File: src/rtl/core/stack_machine_executor_defines.svh
// ----------------------------------------------------------------------------
// Stack machine executor assertion macros
// Shared concurrent assertion wrappers, clocked on the rising edge and
// disabled while the synchronous reset is low.
// ----------------------------------------------------------------------------
`ifndef STACK_MACHINE_EXECUTOR_DEFINES_SVH
`define STACK_MACHINE_EXECUTOR_DEFINES_SVH

// same-cycle implication
`define SME_ASSERT_NOW(name, clk, rstn, ante, cons, msg) \
    name: assert property (@(posedge clk) disable iff (!rstn) (ante) |-> (cons)) \
        else $error(msg);

// next-cycle implication
`define SME_ASSERT_NEXT(name, clk, rstn, ante, cons, msg) \
    name: assert property (@(posedge clk) disable iff (!rstn) (ante) |=> (cons)) \
        else $error(msg);

`endif

File: src/rtl/core/sme_pkg.sv
// ----------------------------------------------------------------------------
// Stack machine executor package
// Sizes, op and status codes, item structs and state types.
// ----------------------------------------------------------------------------
`default_nettype none

package sme_pkg;

    localparam int STACK_DEPTH = 256;
    localparam int DATA_W      = 32;
    localparam int IMM_W       = 32;
    localparam int VAL_W       = 32;
    localparam int PTR_W       = $clog2(STACK_DEPTH);
    localparam int DEPTH_W     = $clog2(STACK_DEPTH + 1);
    localparam int CNT_W       = $clog2(DATA_W);

    localparam logic [2:0] OP_PUSH = 3'd0;
    localparam logic [2:0] OP_ADD  = 3'd1;
    localparam logic [2:0] OP_SUB  = 3'd2;
    localparam logic [2:0] OP_MUL  = 3'd3;
    localparam logic [2:0] OP_DIV  = 3'd4;
    localparam logic [2:0] OP_POP  = 3'd5;
    localparam logic [2:0] OP_HALT = 3'd6;

    localparam logic [2:0] ST_OK     = 3'd0;
    localparam logic [2:0] ST_UNDER  = 3'd1;
    localparam logic [2:0] ST_OVER   = 3'd2;
    localparam logic [2:0] ST_DIVZ   = 3'd3;
    localparam logic [2:0] ST_HALTED = 3'd4;

    typedef struct packed {
        logic [2:0]              op;
        logic signed [IMM_W-1:0] immediate;
    } sme_in_t;

    typedef struct packed {
        logic [2:0]              status;
        logic signed [VAL_W-1:0] value;
        logic [DEPTH_W-1:0]      depth;
        logic                    halted;
    } sme_out_t;

    typedef enum logic [1:0] {
        FN_ADD,
        FN_SUB,
        FN_MUL,
        FN_DIV
    } alu_fn_t;

    typedef struct packed {
        logic    start;
        alu_fn_t fn;
    } alu_req_t;

    typedef struct packed {
        logic              done;
        logic [DATA_W-1:0] result;
    } alu_rsp_t;

    typedef enum logic [1:0] {
        ALU_IDLE,
        ALU_DIVIDE,
        ALU_FIX,
        ALU_DONE
    } alu_state_t;

    typedef enum logic [1:0] {
        SEQ_IDLE,
        SEQ_EXEC,
        SEQ_WAIT,
        SEQ_FINISH
    } seq_state_t;

endpackage

`default_nettype wire

File: src/rtl/core/sme_alu.sv
// ----------------------------------------------------------------------------
// Stack machine shared arithmetic unit
// Add, subtract and multiply are registered into the result; signed divide by
// restoring shift-subtract, one quotient bit per cycle, then a sign fix-up.
// ----------------------------------------------------------------------------
`default_nettype none
`include "stack_machine_executor_defines.svh"

module sme_alu
    import sme_pkg::*;
(
    input  wire logic              aclk,
    input  wire logic              aresetn,
    input  wire alu_req_t          req,
    input  wire logic [DATA_W-1:0] opa,
    input  wire logic [DATA_W-1:0] opb,
    output alu_rsp_t               rsp
);

    alu_state_t          state_reg, state_next;
    logic [DATA_W-1:0]   rem_reg, rem_next;
    logic [DATA_W-1:0]   quo_reg, quo_next;
    logic [DATA_W-1:0]   dvs_reg, dvs_next;
    logic [CNT_W-1:0]    cnt_reg, cnt_next;
    logic                neg_reg, neg_next;
    logic [DATA_W-1:0]   res_reg, res_next;

    logic [DATA_W-1:0]   mag_a, mag_b;
    logic [DATA_W-1:0]   product;
    logic [DATA_W:0]     shifted, trial;

    assign mag_a   = opa[DATA_W-1] ? (~opa + DATA_W'(1)) : opa;
    assign mag_b   = opb[DATA_W-1] ? (~opb + DATA_W'(1)) : opb;
    // only the low word is kept, wrapping like the other ops
    assign product = opa * opb;
    assign shifted = {rem_reg, quo_reg[DATA_W-1]};
    assign trial   = shifted - {1'b0, dvs_reg};

    // next state
    always_comb begin
        state_next = state_reg;
        case (state_reg)
            ALU_IDLE: begin
                if (req.start) begin
                    state_next = (req.fn == FN_DIV) ? ALU_DIVIDE : ALU_DONE;
                end
            end
            ALU_DIVIDE: begin
                if (cnt_reg == '0) begin
                    state_next = ALU_FIX;
                end
            end
            ALU_FIX:  state_next = ALU_DONE;
            ALU_DONE: state_next = ALU_IDLE;
            default:  state_next = ALU_IDLE;
        endcase
    end

    // datapath
    always_comb begin
        rem_next = rem_reg;
        quo_next = quo_reg;
        dvs_next = dvs_reg;
        cnt_next = cnt_reg;
        neg_next = neg_reg;
        res_next = res_reg;
        case (state_reg)
            ALU_IDLE: begin
                if (req.start) begin
                    case (req.fn)
                        FN_ADD:  res_next = opa + opb;
                        FN_SUB:  res_next = opa - opb;
                        FN_MUL:  res_next = product;
                        default: begin
                            rem_next = '0;
                            quo_next = mag_a;
                            dvs_next = mag_b;
                            cnt_next = CNT_W'(DATA_W - 1);
                            neg_next = opa[DATA_W-1] ^ opb[DATA_W-1];
                        end
                    endcase
                end
            end
            ALU_DIVIDE: begin
                if (!trial[DATA_W]) begin
                    rem_next = trial[DATA_W-1:0];
                    quo_next = {quo_reg[DATA_W-2:0], 1'b1};
                end else begin
                    rem_next = shifted[DATA_W-1:0];
                    quo_next = {quo_reg[DATA_W-2:0], 1'b0};
                end
                cnt_next = cnt_reg - CNT_W'(1);
            end
            ALU_FIX: begin
                // most negative over minus one wraps back naturally here
                res_next = neg_reg ? (~quo_reg + DATA_W'(1)) : quo_reg;
            end
            default: ;
        endcase
    end

    // outputs
    always_comb begin
        rsp.done   = (state_reg == ALU_DONE);
        rsp.result = res_reg;
    end

    always_ff @(posedge aclk) begin
        if (!aresetn) begin
            state_reg <= ALU_IDLE;
        end else begin
            state_reg <= state_next;
        end
        rem_reg <= rem_next;
        quo_reg <= quo_next;
        dvs_reg <= dvs_next;
        cnt_reg <= cnt_next;
        neg_reg <= neg_next;
        res_reg <= res_next;
    end

    `SME_ASSERT_NOW(a_start_idle, aclk, aresetn, req.start, state_reg == ALU_IDLE, "alu started while busy")
    `SME_ASSERT_NEXT(a_done_pulse, aclk, aresetn, rsp.done, !rsp.done, "alu done held over two cycles")
    `SME_ASSERT_NEXT(a_div_end, aclk, aresetn, (state_reg == ALU_DIVIDE) && (cnt_reg == '0), state_reg == ALU_FIX, "divide did not finish after last bit")

endmodule

`default_nettype wire

File: config.mk
export PLATFORM = sky130hd
export DESIGN_NAME = sme_alu
export DESIGN_NICKNAME = d
export VERILOG_FILES = /design/src/rtl/core/sme_pkg.sv /design/src/rtl/core/sme_alu.sv
export VERILOG_INCLUDE_DIRS = /design/src /design/src/rtl/core
export SDC_FILE = /design/constraint.sdc
export NUM_CORES = 2
export LEC_CHECK = 0
export BUFFER_PORTS_ARGS = -buffer_cell sky130_fd_sc_hd__buf_2
export CORE_ASPECT_RATIO = 1.1
export CORE_MARGIN = 2
export CORE_UTILIZATION = 40
export CTS_CLUSTER_DIAMETER = 30
export CTS_CLUSTER_SIZE = 8
export DETAILED_ROUTE_END_ITERATION = 6
export GPL_ROUTABILITY_DRIVEN = 0
export SYNTH_ARGS = -nofsm -noshare
export SYNTH_HDL_FRONTEND = slang
export SYNTH_SLANG_ARGS = --single-unit
File: constraint.sdc
create_clock -name aclk -period 14.3 [get_ports aclk]
set_input_delay 2.86 -clock aclk [delete_from_list [all_inputs] [get_ports aclk]]
set_output_delay 2.86 -clock aclk [all_outputs]
set_load 0.03 [all_outputs]
==> flow_summary.json <==
{
  "rsz0062_at_grt": "no",
  "yosys_warnings": 0,
  "final_area_sq_mm": 0.0291,
  "setup_viol": 0,
  "path_delay_family": "adder cells",
  "cpMostUsedCell": "fa_1",
  "post_cts.repair.setup_buffers": 0,
  "synth_seq_area_share": 0.149,
  "tightest_slew_ns": 1.20,
  "cap_violations": 0,
  "die_height_microns": 278,
  "syn_avg_cell_area_sq_um": 8.91,
  "grt_pass1_wl_microns": 130000,
  "drive_gt1_frac": 0.0624,
  "clk_pin_slew_ns": 0.06,
  "cts_buffers": 17,
  "drc": 0,
  "clock-sinks": 136,
  "grt_max_degree": 55,
  "drt_iter0_drc": 1314,
  "io_pins": 102,
  "htreeDepth": 4,
  "die_w_microns": 253,
  "ant_nets": 0,
  "first_pass_iters": 5,
  "start_kind": "primary input",
  "wirelength_microns": 81900,
  "rows": 100,
  "cts_hold_buffers": 0,
  "worst_ep_required_time_ns": 14.48,
  "portBuffers": 101,
  "finalCriticalPeriod_ns": 10.01,
  "cts_tree": "done",
  "fmax_ghz": 0.0999,
  "ys_seq_elements": 136,
  "core_area_sq_mm": 0.0676,
  "post-route-period-util": 0.700,
  "path_cells": "buf_2 > and2_1 > fa_1 > fa_1 > fa_1 > inv_1 > fa_1 > inv_1 > fa_1 > inv_1 > fa_1 > inv_1 > fa_1 > fa_1 > ha_1 > and2_1 > a221oi_1 > o31ai_1 > a31oi_1 > o21ai_0 > o41ai_1 > xnor2_1 > a21o_1 > o22ai_1",
  "finClkSkew_ns": 0.0105,
  "clk_latency_ns": 0.44,
  "mappedNetlistNets": 3733,
  "cp-end-kind": "flop",
  "synth_flop_cell": "edfxtp_1",
  "final_cell_mix": "443 x inv_1, 410 x fa_1, 360 x nand2_1, 314 x and2_1, 197 x ha_1",
  "fin_nets": 3711,
  "path_buf_inv": 5,
  "dpl_cell_area_sq_mm": 0.0284,
  "crit_type": "primary input to flop",
  "grt_overflow": 0,
  "critPathArrivalTime_ns": 10.19,
  "slew_violations": 0,
  "fp.dieArea_sq_mm": 0.0702,
  "hold_viol": 0,
  "status": "finished, final reports clean",
  "clockBufferDepth": 2,
  "netlist_area_sq_mm": 0.0272,
  "ctsRootBufferMaster": "clkbuf_16",
  "antenna_found_initial": 3,
  "hold_class": "flop to flop",
  "slowest_stage": "buf_2",
  "async_flop_share": 0,
  "initial_utilization": 0.403,
  "post_drt_wl_per_cell_microns": 20.9,
  "num_vias": 21400,
  "grt_usage": 0.241,
  "setup_tns_ns": 0,
  "area_growth_pct": 6.80,
  "synth_edf_count": 134,
  "synth_cells": 3055,
  "synth_cell_types": 73,
  "cpPeakStageDelay_ns": 0.63,
  "dp_hpwl_microns": 60500,
  "postCtsResizedCells": 0,
  "viasPerCell": 5.46,
  "grt_pass1_vias": 22489,
  "max_slew_margin": 0.199,
  "fin_util": 0.430,
  "critical_path_peak_fanout": 30,
  "mostFrequentLayoutCell": "inv_1"
}
-- path summary, 6_finish.rpt --
path                 from            to  slack [ns]  depth (start not counted)
max                opb[6]   res_reg[31]        4.29                         24
min          state_reg[0]  state_reg[0]        0.54                          2
max reg2reg   quo_reg[31]   rem_reg[20]        9.93                         12
min reg2reg  state_reg[0]  state_reg[0]        0.54                          2
-- cell type report --
type                    count  area, sq um
flip-flops and latches    136         4060
inverters                 444         1670
clock inverters            14          221
repair buffers            129          716
well taps                 867         1080
fillers                  6780        38500
diodes                      3         7.51
multi-input cells        2305        20900
clock buffers              18          429
-- metrics by stage --
step	worst slack, ns	hold slack (ns)	instances
floorplan	4.71	0.500	3055
detailed placement	3.89	0.533	3881
finish	4.29	0.537	3916
global placement	3.95	0.527	3881
global route	4.00	0.585	3913
CTS	4.35	0.542	3913
-- Yosys cell counts (all sizes together), types with 12 or more instances --
cell | count | area share
nand2 | 360 | 0.050
clkbuf | 154 | 0.021
a211oi | 25 | 0.0069
a31oi | 13 | 0.0030
o21a | 22 | 0.0061
xor2 | 78 | 0.025
o21bai | 16 | 0.0044
o211ai | 12 | 0.0033
and3 | 12 | 0.0028
inv | 444 | 0.061
a21o | 27 | 0.0074
buf | 16 | 0.0027
o21ai | 130 | 0.024
nor3 | 37 | 0.0068
edfxtp | 134 | 0.15
or3 | 18 | 0.0043
nand3 | 34 | 0.0063
ha | 199 | 0.091
or4 | 16 | 0.0047
nand4 | 15 | 0.0034
and2 | 314 | 0.072
nor2 | 99 | 0.014
o31ai | 29 | 0.0085
nand2b | 32 | 0.0074
fa | 410 | 0.30
a21oi | 116 | 0.021
nor2b | 18 | 0.0041
xnor2 | 164 | 0.053
-- cells by family (layout without fill, tap and decap cells) --
family	count (synthesis)	after routing	synth area share
simple gates	987	987	0.184
buf+inv	614	605	0.0852
fa+ha+maj	609	609	0.393
compound gates	455	455	0.106
xor+xnor	243	243	0.0787
flops	136	136	0.149
mux	11	11	0.00404
other cells	0	3	0
-- worst reg2reg max path: cells and delay by family (launching register included) --
| kind | cells | cell delay [ns] |
|---|---|---|
| simple gates | 2 | 1.01 |
| fa+ha+maj | 2 | 0.62 |
| buf+inv | 1 | 0.09 |
| flops | 1 | 0.34 |
| compound gates | 7 | 2.03 |
-- metal layers --
layer  track usage  vias up  routed length (microns)
li1              -     9739                        -
met1         0.317    10858                    35100
met2         0.415      677                    40000
met3        0.0275      122                     4290
met4        0.0745        4                     2500
met5             0        -                       23
Power is left out: the tool's default activity adds up to more than one toggle a clock period on the data nets, which glitch-free logic cannot reach.
